### src/alc_pkg.sv
// Shared types and constants for the ambient light dimmer controller.
// Used by every module in src; depends on nothing.
package alc_pkg;

  localparam int SAMPLE_W = 10;
  localparam int LEVEL_W  = 8;
  localparam int PHASE_W  = 3;
  localparam int IDX_W    = 3;

  // Configuration register indexes.
  localparam logic [IDX_W-1:0] REG_DARK_THRESHOLD = 3'd0;
  localparam logic [IDX_W-1:0] REG_STICK_HIGH     = 3'd1;
  localparam logic [IDX_W-1:0] REG_STICK_LOW      = 3'd2;
  localparam logic [IDX_W-1:0] REG_LEAVE_TIMEOUT  = 3'd3;
  localparam logic [IDX_W-1:0] REG_ON_LEVEL       = 3'd4;

  // Register reset values.
  localparam logic [SAMPLE_W-1:0] DARK_THRESHOLD_RST = 10'd750;
  localparam logic [SAMPLE_W-1:0] STICK_HIGH_RST     = 10'd950;
  localparam logic [SAMPLE_W-1:0] STICK_LOW_RST      = 10'd50;
  localparam logic [LEVEL_W-1:0]  LEAVE_TIMEOUT_RST  = 8'd20;
  localparam logic [LEVEL_W-1:0]  ON_LEVEL_RST       = 8'd128;

  // Compare level values: 255 is dark, lower is brighter.
  localparam logic [LEVEL_W-1:0] LEVEL_DARK     = 8'd255;
  localparam logic [LEVEL_W-1:0] LEVEL_DIM_MAX  = 8'd253;
  localparam logic [LEVEL_W-1:0] LEVEL_STEP     = 8'd2;
  localparam logic [LEVEL_W-1:0] LEVEL_BRIGHT   = 8'd0;

  // Phase codes reported on the result word.
  localparam logic [PHASE_W-1:0] AP_INIT     = 3'd0;
  localparam logic [PHASE_W-1:0] AP_WAIT     = 3'd1;
  localparam logic [PHASE_W-1:0] AP_ON       = 3'd2;
  localparam logic [PHASE_W-1:0] AP_LEAVE    = 3'd3;
  localparam logic [PHASE_W-1:0] AP_SWAP     = 3'd4;
  localparam logic [PHASE_W-1:0] AP_IDLE     = 3'd5;
  localparam logic [PHASE_W-1:0] AP_TURN_ON  = 3'd6;
  localparam logic [PHASE_W-1:0] AP_TURN_OFF = 3'd7;

  localparam logic [PHASE_W-1:0] SP_INIT   = 3'd0;
  localparam logic [PHASE_W-1:0] SP_AUTO   = 3'd1;
  localparam logic [PHASE_W-1:0] SP_POWER  = 3'd2;
  localparam logic [PHASE_W-1:0] SP_OFF    = 3'd3;
  localparam logic [PHASE_W-1:0] SP_SWAP   = 3'd4;
  localparam logic [PHASE_W-1:0] SP_SW_ON  = 3'd5;
  localparam logic [PHASE_W-1:0] SP_SW_OFF = 3'd6;
  localparam logic [PHASE_W-1:0] SP_HOLD   = 3'd7;

  typedef enum logic [7:0] {
    A_INIT     = 8'b0000_0001,
    A_WAIT     = 8'b0000_0010,
    A_ON       = 8'b0000_0100,
    A_LEAVE    = 8'b0000_1000,
    A_SWAP     = 8'b0001_0000,
    A_IDLE     = 8'b0010_0000,
    A_TURN_ON  = 8'b0100_0000,
    A_TURN_OFF = 8'b1000_0000
  } auto_state_t;

  typedef enum logic [7:0] {
    S_INIT   = 8'b0000_0001,
    S_AUTO   = 8'b0000_0010,
    S_POWER  = 8'b0000_0100,
    S_OFF    = 8'b0000_1000,
    S_SWAP   = 8'b0001_0000,
    S_SW_ON  = 8'b0010_0000,
    S_SW_OFF = 8'b0100_0000,
    S_HOLD   = 8'b1000_0000
  } switch_state_t;

  typedef struct packed {
    logic [SAMPLE_W-1:0] dark_threshold;
    logic [SAMPLE_W-1:0] stick_high;
    logic [SAMPLE_W-1:0] stick_low;
    logic [LEVEL_W-1:0]  leave_timeout;
    logic [LEVEL_W-1:0]  on_level;
  } cfg_t;

  typedef struct packed {
    logic [SAMPLE_W-1:0] light_sample;
    logic [SAMPLE_W-1:0] stick_x;
    logic                motion_present;
    logic                mode_button;
    logic                power_switch;
  } item_t;

  typedef struct packed {
    auto_state_t        auto_state;
    switch_state_t      switch_state;
    logic               stick_started;
    logic [LEVEL_W-1:0] idle_count;
    logic               manual_flag;
    logic [LEVEL_W-1:0] duty_level;
    logic               lamp_flag;
  } ctrl_state_t;

  typedef struct packed {
    logic [LEVEL_W-1:0] duty_compare;
    logic               lamp_on;
    logic               manual_mode;
    logic [PHASE_W-1:0] auto_phase;
    logic [PHASE_W-1:0] switch_phase;
  } result_t;

endpackage

### src/alc_in_stage.sv
// Input register for the dimmer controller: holds one accepted word.
// Depends on alc_pkg.
module alc_in_stage (
  input  logic           clk,
  input  logic           rst,
  input  logic           in_valid,
  output logic           in_ready,
  input  alc_pkg::item_t in_item,
  input  logic           take,
  output logic           held_valid,
  output alc_pkg::item_t held_item
);

  // A word may enter when none is held or the held one leaves this cycle.
  assign in_ready = !held_valid || take;

  always_ff @(posedge clk) begin
    if (rst) begin
      held_valid <= 1'b0;
    end else if (in_ready) begin
      held_valid <= in_valid;
    end
  end

  always_ff @(posedge clk) begin
    if (in_valid && in_ready) begin
      held_item <= in_item;
    end
  end

endmodule

### src/alc_step.sv
// Next-state and result logic for one tick: automatic, switch and joystick
// machines in order. Depends on alc_pkg.
module alc_step (
  input  alc_pkg::cfg_t        cfg,
  input  alc_pkg::ctrl_state_t cur,
  input  alc_pkg::item_t       item,
  output alc_pkg::ctrl_state_t nxt,
  output alc_pkg::result_t     res
);

  function automatic logic [alc_pkg::PHASE_W-1:0] auto_phase_of(
    alc_pkg::auto_state_t s);
    logic [alc_pkg::PHASE_W-1:0] p;
    unique case (s)
      alc_pkg::A_INIT:     p = alc_pkg::AP_INIT;
      alc_pkg::A_WAIT:     p = alc_pkg::AP_WAIT;
      alc_pkg::A_ON:       p = alc_pkg::AP_ON;
      alc_pkg::A_LEAVE:    p = alc_pkg::AP_LEAVE;
      alc_pkg::A_SWAP:     p = alc_pkg::AP_SWAP;
      alc_pkg::A_IDLE:     p = alc_pkg::AP_IDLE;
      alc_pkg::A_TURN_ON:  p = alc_pkg::AP_TURN_ON;
      alc_pkg::A_TURN_OFF: p = alc_pkg::AP_TURN_OFF;
      default:             p = alc_pkg::AP_INIT;
    endcase
    return p;
  endfunction

  function automatic logic [alc_pkg::PHASE_W-1:0] switch_phase_of(
    alc_pkg::switch_state_t s);
    logic [alc_pkg::PHASE_W-1:0] p;
    unique case (s)
      alc_pkg::S_INIT:   p = alc_pkg::SP_INIT;
      alc_pkg::S_AUTO:   p = alc_pkg::SP_AUTO;
      alc_pkg::S_POWER:  p = alc_pkg::SP_POWER;
      alc_pkg::S_OFF:    p = alc_pkg::SP_OFF;
      alc_pkg::S_SWAP:   p = alc_pkg::SP_SWAP;
      alc_pkg::S_SW_ON:  p = alc_pkg::SP_SW_ON;
      alc_pkg::S_SW_OFF: p = alc_pkg::SP_SW_OFF;
      alc_pkg::S_HOLD:   p = alc_pkg::SP_HOLD;
      default:           p = alc_pkg::SP_INIT;
    endcase
    return p;
  endfunction

  logic                   dark;
  logic                   motion;
  logic                   button;
  logic                   power;
  alc_pkg::auto_state_t   a_st;
  alc_pkg::switch_state_t s_st;
  logic [alc_pkg::LEVEL_W-1:0] idle;
  logic                   manual;
  logic [alc_pkg::LEVEL_W-1:0] duty;
  logic                   lamp;

  assign dark   = item.light_sample > cfg.dark_threshold;
  assign motion = item.motion_present;
  assign button = item.mode_button;
  assign power  = item.power_switch;

  always_comb begin
    idle   = cur.idle_count;
    manual = cur.manual_flag;
    duty   = cur.duty_level;
    lamp   = cur.lamp_flag;

    // Automatic machine.
    unique case (cur.auto_state)
      alc_pkg::A_INIT: a_st = alc_pkg::A_WAIT;
      alc_pkg::A_WAIT: begin
        if (dark) a_st = alc_pkg::A_WAIT;
        else if (motion) a_st = alc_pkg::A_TURN_ON;
        else if (button) a_st = alc_pkg::A_SWAP;
        else a_st = alc_pkg::A_WAIT;
      end
      alc_pkg::A_ON: begin
        if (dark) a_st = alc_pkg::A_WAIT;
        else if (motion) a_st = alc_pkg::A_ON;
        else if (button) a_st = alc_pkg::A_SWAP;
        else a_st = alc_pkg::A_LEAVE;
      end
      alc_pkg::A_LEAVE: begin
        if (dark) a_st = alc_pkg::A_WAIT;
        else if (motion) a_st = alc_pkg::A_ON;
        else if (button) a_st = alc_pkg::A_SWAP;
        else if (cur.idle_count >= cfg.leave_timeout) a_st = alc_pkg::A_TURN_OFF;
        else a_st = alc_pkg::A_LEAVE;
      end
      alc_pkg::A_SWAP: begin
        if (dark) a_st = alc_pkg::A_WAIT;
        else if (button) a_st = alc_pkg::A_SWAP;
        else if (!cur.manual_flag) a_st = alc_pkg::A_IDLE;
        else a_st = alc_pkg::A_WAIT;
      end
      alc_pkg::A_IDLE: begin
        if (dark) a_st = alc_pkg::A_WAIT;
        else if (button) a_st = alc_pkg::A_SWAP;
        else a_st = alc_pkg::A_IDLE;
      end
      alc_pkg::A_TURN_ON: a_st = alc_pkg::A_ON;
      default:            a_st = alc_pkg::A_WAIT;
    endcase

    unique case (a_st)
      alc_pkg::A_WAIT: begin
        manual = 1'b0;
        idle   = '0;
        duty   = alc_pkg::LEVEL_DARK;
        lamp   = 1'b0;
      end
      alc_pkg::A_ON:   idle = '0;
      alc_pkg::A_LEAVE: idle = cur.idle_count + 8'd1;
      alc_pkg::A_SWAP: idle = '0;
      alc_pkg::A_IDLE: manual = 1'b1;
      alc_pkg::A_TURN_ON: begin
        duty = cfg.on_level;
        lamp = 1'b1;
      end
      alc_pkg::A_TURN_OFF: begin
        duty = alc_pkg::LEVEL_DARK;
        lamp = 1'b0;
      end
      default: ;
    endcase

    // Switch machine; it sees the manual flag as the automatic one left it.
    unique case (cur.switch_state)
      alc_pkg::S_INIT: s_st = alc_pkg::S_AUTO;
      alc_pkg::S_AUTO: begin
        if (dark) s_st = alc_pkg::S_HOLD;
        else if (button) s_st = alc_pkg::S_SWAP;
        else s_st = alc_pkg::S_AUTO;
      end
      alc_pkg::S_POWER: begin
        if (dark) s_st = alc_pkg::S_HOLD;
        else if (button) s_st = alc_pkg::S_SWAP;
        else if (power) s_st = alc_pkg::S_POWER;
        else s_st = alc_pkg::S_SW_OFF;
      end
      alc_pkg::S_OFF: begin
        if (dark) s_st = alc_pkg::S_HOLD;
        else if (button) s_st = alc_pkg::S_SWAP;
        else if (power) s_st = alc_pkg::S_SW_ON;
        else s_st = alc_pkg::S_OFF;
      end
      alc_pkg::S_SWAP: begin
        if (dark) s_st = alc_pkg::S_HOLD;
        else if (button) s_st = alc_pkg::S_SWAP;
        else if (!manual) s_st = alc_pkg::S_AUTO;
        else s_st = alc_pkg::S_SW_OFF;
      end
      alc_pkg::S_SW_ON:  s_st = alc_pkg::S_POWER;
      alc_pkg::S_SW_OFF: s_st = alc_pkg::S_OFF;
      default: begin
        if (dark) s_st = alc_pkg::S_HOLD;
        else if (!manual) s_st = alc_pkg::S_AUTO;
        else s_st = alc_pkg::S_POWER;
      end
    endcase

    if (s_st == alc_pkg::S_OFF || s_st == alc_pkg::S_SW_OFF) begin
      duty = alc_pkg::LEVEL_DARK;
      lamp = 1'b0;
    end else if (s_st == alc_pkg::S_SW_ON) begin
      duty = cfg.on_level;
      lamp = 1'b1;
    end

    // Joystick machine acts from the second tick after reset.
    if (cur.stick_started) begin
      if (item.stick_x >= cfg.stick_high) begin
        if (duty != alc_pkg::LEVEL_DARK) begin
          duty = (duty >= alc_pkg::LEVEL_STEP) ? duty - alc_pkg::LEVEL_STEP
                                               : alc_pkg::LEVEL_BRIGHT;
        end
      end else if (item.stick_x <= cfg.stick_low) begin
        if (duty < alc_pkg::LEVEL_DIM_MAX) duty = duty + alc_pkg::LEVEL_STEP;
      end
    end
  end

  always_comb begin
    nxt.auto_state    = a_st;
    nxt.switch_state  = s_st;
    nxt.stick_started = 1'b1;
    nxt.idle_count    = idle;
    nxt.manual_flag   = manual;
    nxt.duty_level    = duty;
    nxt.lamp_flag     = lamp;

    res.duty_compare = duty;
    res.lamp_on      = lamp;
    res.manual_mode  = manual;
    res.auto_phase   = auto_phase_of(a_st);
    res.switch_phase = switch_phase_of(s_st);
  end

endmodule

### src/ambient_light_dimmer_controller.sv
// Ambient light dimmer controller top level.
// A word passes from the input register to the result register.
// Throughput: one word per cycle; the input register and result register
// both advance whenever the result register is empty or being taken.
// Reset (rst, synchronous) loads register defaults and the machine start
// states, and empties both pipeline registers. Depends on alc_pkg.
module ambient_light_dimmer_controller (
  input  logic                                  clk,
  input  logic                                  rst,
  input  logic                                  wr_en,
  input  logic [alc_pkg::IDX_W-1:0]             wr_index,
  input  logic [alc_pkg::SAMPLE_W-1:0]          wr_data,
  input  logic                                  in_valid,
  output logic                                  in_ready,
  input  logic [alc_pkg::SAMPLE_W-1:0]          light_sample,
  input  logic [alc_pkg::SAMPLE_W-1:0]          stick_x,
  input  logic                                  motion_present,
  input  logic                                  mode_button,
  input  logic                                  power_switch,
  output logic                                  out_valid,
  input  logic                                  out_ready,
  output logic [alc_pkg::LEVEL_W-1:0]           duty_compare,
  output logic                                  lamp_on,
  output logic                                  manual_mode,
  output logic [alc_pkg::PHASE_W-1:0]           auto_phase,
  output logic [alc_pkg::PHASE_W-1:0]           switch_phase
);

  alc_pkg::cfg_t        cfg;
  alc_pkg::ctrl_state_t st;
  alc_pkg::ctrl_state_t st_next;
  alc_pkg::item_t       in_item;
  alc_pkg::item_t       held_item;
  alc_pkg::result_t     res_next;
  alc_pkg::result_t     res;
  logic                 held_valid;
  logic                 take;

  always_ff @(posedge clk) begin
    if (rst) begin
      cfg.dark_threshold <= alc_pkg::DARK_THRESHOLD_RST;
      cfg.stick_high     <= alc_pkg::STICK_HIGH_RST;
      cfg.stick_low      <= alc_pkg::STICK_LOW_RST;
      cfg.leave_timeout  <= alc_pkg::LEAVE_TIMEOUT_RST;
      cfg.on_level       <= alc_pkg::ON_LEVEL_RST;
    end else if (wr_en) begin
      unique case (wr_index)
        alc_pkg::REG_DARK_THRESHOLD: cfg.dark_threshold <= wr_data;
        alc_pkg::REG_STICK_HIGH:     cfg.stick_high     <= wr_data;
        alc_pkg::REG_STICK_LOW:      cfg.stick_low      <= wr_data;
        alc_pkg::REG_LEAVE_TIMEOUT:  cfg.leave_timeout  <= wr_data[alc_pkg::LEVEL_W-1:0];
        alc_pkg::REG_ON_LEVEL:       cfg.on_level       <= wr_data[alc_pkg::LEVEL_W-1:0];
        default: ;
      endcase
    end
  end

  assign in_item.light_sample   = light_sample;
  assign in_item.stick_x        = stick_x;
  assign in_item.motion_present = motion_present;
  assign in_item.mode_button    = mode_button;
  assign in_item.power_switch   = power_switch;

  // The held word moves on when the result register has room this cycle.
  assign take = held_valid && (!out_valid || out_ready);

  alc_in_stage u_in (
    .clk        (clk),
    .rst        (rst),
    .in_valid   (in_valid),
    .in_ready   (in_ready),
    .in_item    (in_item),
    .take       (take),
    .held_valid (held_valid),
    .held_item  (held_item)
  );

  alc_step u_step (
    .cfg  (cfg),
    .cur  (st),
    .item (held_item),
    .nxt  (st_next),
    .res  (res_next)
  );

  always_ff @(posedge clk) begin
    if (rst) begin
      st.auto_state    <= alc_pkg::A_INIT;
      st.switch_state  <= alc_pkg::S_INIT;
      st.stick_started <= 1'b0;
      st.idle_count    <= '0;
      st.manual_flag   <= 1'b0;
      st.duty_level    <= alc_pkg::LEVEL_DARK;
      st.lamp_flag     <= 1'b0;
    end else if (take) begin
      st <= st_next;
    end
  end

  always_ff @(posedge clk) begin
    if (rst) begin
      out_valid <= 1'b0;
    end else if (take) begin
      out_valid <= 1'b1;
    end else if (out_ready) begin
      out_valid <= 1'b0;
    end
  end

  always_ff @(posedge clk) begin
    if (take) begin
      res <= res_next;
    end
  end

  assign duty_compare = res.duty_compare;
  assign lamp_on      = res.lamp_on;
  assign manual_mode  = res.manual_mode;
  assign auto_phase   = res.auto_phase;
  assign switch_phase = res.switch_phase;

endmodule

### config.mk
export PLATFORM = sky130hd
export DESIGN_NAME = ambient_light_dimmer_controller
export DESIGN_NICKNAME = d
export VERILOG_FILES = /design/src/alc_pkg.sv /design/src/alc_in_stage.sv /design/src/alc_step.sv /design/src/ambient_light_dimmer_controller.sv
export SDC_FILE = /design/constraint.sdc
export NUM_CORES = 1
export LEC_CHECK = 0
export ABC_AREA = 0
export ABC_CLOCK_PERIOD_IN_PS = 5890
export BUFFER_PORTS_ARGS = -buffer_cell sky130_fd_sc_hd__buf_2
export CAP_MARGIN = 10
export CORE_AREA = 2 2 131 133
export DETAILED_ROUTE_END_ITERATION = 8
export DIE_AREA = 0 0 133 135
export PLACE_DENSITY = 0.62
export RECOVER_POWER = 25
export SYNTH_ARGS = -nofsm -noshare
export SYNTH_HDL_FRONTEND = slang
export SYNTH_SLANG_ARGS = --single-unit
### constraint.sdc
create_clock -name clk -period 5.89 [get_ports clk]
set_clock_uncertainty 0.2 [all_clocks]
set_input_delay 0.8835 -clock clk [delete_from_list [all_inputs] [get_ports clk]]
set_output_delay 0.8835 -clock clk [all_outputs]
set_load 0.01 [all_outputs]
# Yosys cells after proc, flatten, opt, wreduce, memory -nomap -nowiden
# Cells that the tools add are included.
[totals] out_inout_bits=18 ff_bits=122
[classes] n_eq_ne=32 reduce_logical=18 order_cmp=6 n_mux=47 n_addsub=3
[op_table] op="$mux 8" n=27
[op_table] op="$pmux 8 s7" n=1
[op_table] op="$pmux 8 s6" n=1
[op_table] op="$pmux 3 s7" n=2
[op_table] op="$eq 8x2->1 const B" n=4
[op_table] op="$eq 8x3->1 const B" n=4
[op_table] op="$eq 8x4->1 const B" n=4
[op_table] op="$eq 8x5->1 const B" n=4
[op_table] op="$eq 8x6->1 const B" n=4
[op_table] op="$eq 8x7->1 const B" n=4
[op_table] op="$pmux 8 s2" n=2
[op_table] op="$mux 6" n=3
[op_table] op="$eq 8x8->1 const B" n=2
[op_table] op="$mux 7" n=2
[op_table] op="$reduce_and 2->1" n=6
[op_table] op="$ge 10x10->1" n=1
[op_table] op="$gt 10x10->1" n=1
[op_table] op="$le 10x10->1" n=1
[op_table] op="$mux 5" n=2
[op_table] op="$add 8x1->8 const B" n=1
[op_table] op="$add 8x2->8 const B" n=1
[op_table] op="$eq 8x1->1 const B" n=1
[op_table] op="$ge 8x2->1 const B" n=1
[op_table] op="$ge 8x8->1" n=1
[op_table] op="16 further kinds" n=26

# Longest topological paths before layout
[logic_depth] word_depth=20 ltp_mapped=19 ltp_nobuf=17

# By module
# A second synthesis with hierarchy kept.
[unflattened] cells_unflattened=803 hier_area_um2=7307.0
[modules_own_cells] mod="ambient_light_dimmer_controller" seq_area_each_um2=2122.0 area_per_inst_um2=3699.8 cells_each=338 instances=1
[modules_own_cells] mod="alc_step" seq_area_each_um2=0.0 area_per_inst_um2=2861.5 cells_each=437 instances=1
[modules_own_cells] mod="alc_in_stage" seq_area_each_um2=710.7 area_per_inst_um2=745.7 cells_each=28 instances=1

# Least setup slack after synthesis
# OpenSTA, ideal clock, no wires.
[synth_timing] path_type="register to register" from="reg, netlist name u_in.held_item[22]" to="reg st[4] (netlist bit)" path_stages_with_launch=16 slack_ps=2064 setup_time_ps=120 t_arrival_ps=3507 n_path_buf=0 period_less_slack_ps=3826 path_cell_list="edfxtp_1 > ha_1 > nand4_1 > or3_1 > and2_4 > and3_2 > o41ai_1 > and2_1 > nand2_1 > inv_1 > ha_1 > or3b_1 > a41o_1 > xnor2_1 > o211ai_1 > o31a_1"
[synth_lines] item="end signal, assigned" line_no="ambient_light_dimmer_controller.sv:96" text="st <= st_next;"
[synth_lines] item="end, declared" line_no="ambient_light_dimmer_controller.sv:30" text="alc_pkg::ctrl_state_t st;"

==> results.ini <==
[clock_network]
clock_sinks = 121
numCtsBuffers = 17
clkTransAtPathRegs_ns = 0.06
cts_resized = 0
post_cts_buffers = 0
cts_tree = yes
cts_hold_buf = 0
cts_max_level = 4
insertion_delay_ns = 0.43
clockBufferDepth = 2
cts-root-buf = clkbuf_16

[worst_setup_path]
cp-startpoint = u_in.held_item[22]$_DFFE_PP_
r2r_start = u_in.held_item[22]$_DFFE_PP_
start_kind = flop
cp.required_ns = 5.86
cp_max_fo = 12
end_kind = flop
critPathKind = flop to flop
crit_arrival_ns = 4.67

[logic_synthesis]
synth_flop_cell = dfxtp_1
synth_xor_area_share_pct = 1.63
synth.cell_area_um2 = 6990
synth_compound_area_share_pct = 21.6
syn_avg_cell_area_um2 = 8.73
synthMostInstantiatedCell = nand2_1
synth_top_cell_area_share_pct = 23.5
synth_area_leaders = dfxtp_1 (23%), edfxtp_1 (17%), ha_1 (7.3%)
synth_cell_types = 87
synth_simple_gate_area_share_pct = 22.9
yosysSeqAreaShare_pct = 40.3
ys_top_cells_by_count = nand2_1 (102), dfxtp_1 (82), nor2_1 (80), a21oi_1 (59), inv_1 (49)
syn_inst = 800
synth_nets = 882
synth.largest_area_cell = dfxtp_1
synth_enable_flop_cells = 39
ys_seq_elements = 121
yosys.area_share.adder_pct = 7.34
yosys_warnings = 0
ys_async_sr_fraction_pct = 0
synth_top_family_by_area = simple AND/OR/NAND/NOR gates
synth_mux_area_share_pct = 1.33

[power]
peakVddDrop_uv = 192
leakage_nw = 3.15
power_mw = 2.17
powerDensity_nw_per_um2 = 270

[placement]
hpwl_mm = 12.9
port_buffers = 58
placed_area_um2 = 7440
place_congestion = 0.896
place_inst = 1049
post-place-ws_ns = 1.24

[global_route]
grt_pass1_wl_mm = 28.9
gr-total-overflow = 0
grt_pass1_vias = 5617
track_usage_pct = 20.5
grt_max_degree = 54
antenna_found_initial = 0

[cells_and_area]
drive_above_1_share_pct = 12.8
fin_util_pct = 48.9
regArea_um2 = 2810
layout.nets = 930
multi_input_area_um2 = 3820
n_antenna_cell = 0
instances_no_fill = 1081
finalInstanceArea_um2 = 8020
fillCellCount = 1594
areaGrowthSynthToFinish_pct = 14.8

[timing]
setup_viol = 0
rsz0062_at_grt = false
relSlewSlack_pct = 3.27
worstMarginPinSlew_ns = 1.45
setup_ws_ns = 1.19
setup_tns_ns = 0
fin_crit_ns = 4.70
maxSlewViolCount = 0
finalHoldViolCount = 0
period_share_pct = 79.8
whs_ns = 0.254
max_freq_ghz = 0.213

[routing]
dr.pass1.iters = 5
wl_mm = 17.6
wire_per_inst_um = 16.3
num_vias = 6088
ant_nets = 0
drcViolationCount = 0
viasPerCell = 5.63
drt-initial-drc-count = 420

[die]
rows = 47
io_pins = 59
die_height_um = 135
die_w_um = 133
initial_utilization_pct = 42.6
core_um2 = 16400
fp.dieArea_um2 = 18000

[flow_run]
maxCapViolations = 0

[worst_hold_path]
hp-start = cfg[14]$_SDFFE_PP0P_
worstHoldPathType = flop to flop

[run_status]
outcome = finished clean

power by group:
group          switching (mW)  leakage (nW)  internal [mW]
sequential             0.0245          1.02          0.894
clock                   0.388         0.277          0.644
combinational           0.136          1.84         0.0797
logic make-up (layout without fill, tap and decap cells):
logic type                 Yosys count  count (layout)
adders and majority gates           41              41
AOI/OAI and AO/OA                  211             211
muxes                                9               9
xor gates and xnor gates            13              13
buffers and inverters               85             146
DFF                                121             121
and+or+nand+nor                    320             320
state kept, by name (all words and copies together) (netlist names), 3 cells and up:
register,flops
cfg,46
st,34
u_in.held_item,23
duty_compare,8
auto_phase,3
switch_phase,3
final timing paths:
| check | depth (start not counted) | slack [ns] | to |
|---|---|---|---|
| hold reg to reg | 2 | 0.25 | cfg[14]$_SDFFE_PP0P_ |
| setup / recovery | 16 | 1.19 | duty_compare[7]$_DFFE_PP_ |
| hold / removal | 2 | 0.25 | cfg[14]$_SDFFE_PP0P_ |
| setup reg to reg | 16 | 1.19 | duty_compare[7]$_DFFE_PP_ |
routing by layer:
metal / track usage, % / part of all wire, % / up-vias
li1: - / - / 3016
met1: 27.1 / 46 / 2871
met2: 32.5 / 46 / 166
met3: 4.35 / 4.9 / 35
met4: 9.02 / 2.7 / 0
met5: 0 / 0 / -
layout by cell type (no fill, tap or decap), types with 6 or more instances in the layout:
cell and count:
o31ai_1 7, nand2b_1 12, o21ai_0 19, and4_1 6, and2_1 7, clkbuf_16 19, dfxtp_1 82, mux2i_1 7
xor2_1 10, o211ai_1 12, nand2_1 102, nor2_1 80, nand3b_1 8, nor3_1 17, or3_1 6, nand4_1 14
a211o_1 19, a21oi_1 59, nand3_1 22, o21a_1 10, ha_1 41, edfxtp_1 39, inv_1 49, nor2b_1 7
a21o_1 12, clkbuf_1 10, buf_2 54, a211oi_1 8, nor4_1 7
worst max-delay path, stage by stage (launching register included):
cell      delay [ns]
edfxtp_1        0.36
ha_1            0.32
nand4_1         0.17
or3_1           0.44
nand2_1         0.32
o21ai_1         0.31
o311ai_4        0.43
or2_1           0.39
nor2_1          0.14
inv_1           0.10
ha_1            0.13
nor2b_1         0.43
o21ai_0         0.18
o41ai_1         0.09
a311oi_1        0.10
a21oi_1         0.24
nand2_1         0.08
layout make-up:
cell class                      count  share of cell area (%)
Clock inverter                      8                    1.09
Sequential cell                   121                    35.1
Inverter                           49                    2.29
Clock buffer                       24                    6.29
Timing Repair Buffer               65                    4.12
Tap cell                          220                    3.43
Multi-Input combinational cell    594                    47.7
Note: power is estimated with default switching activity, not from simulation.
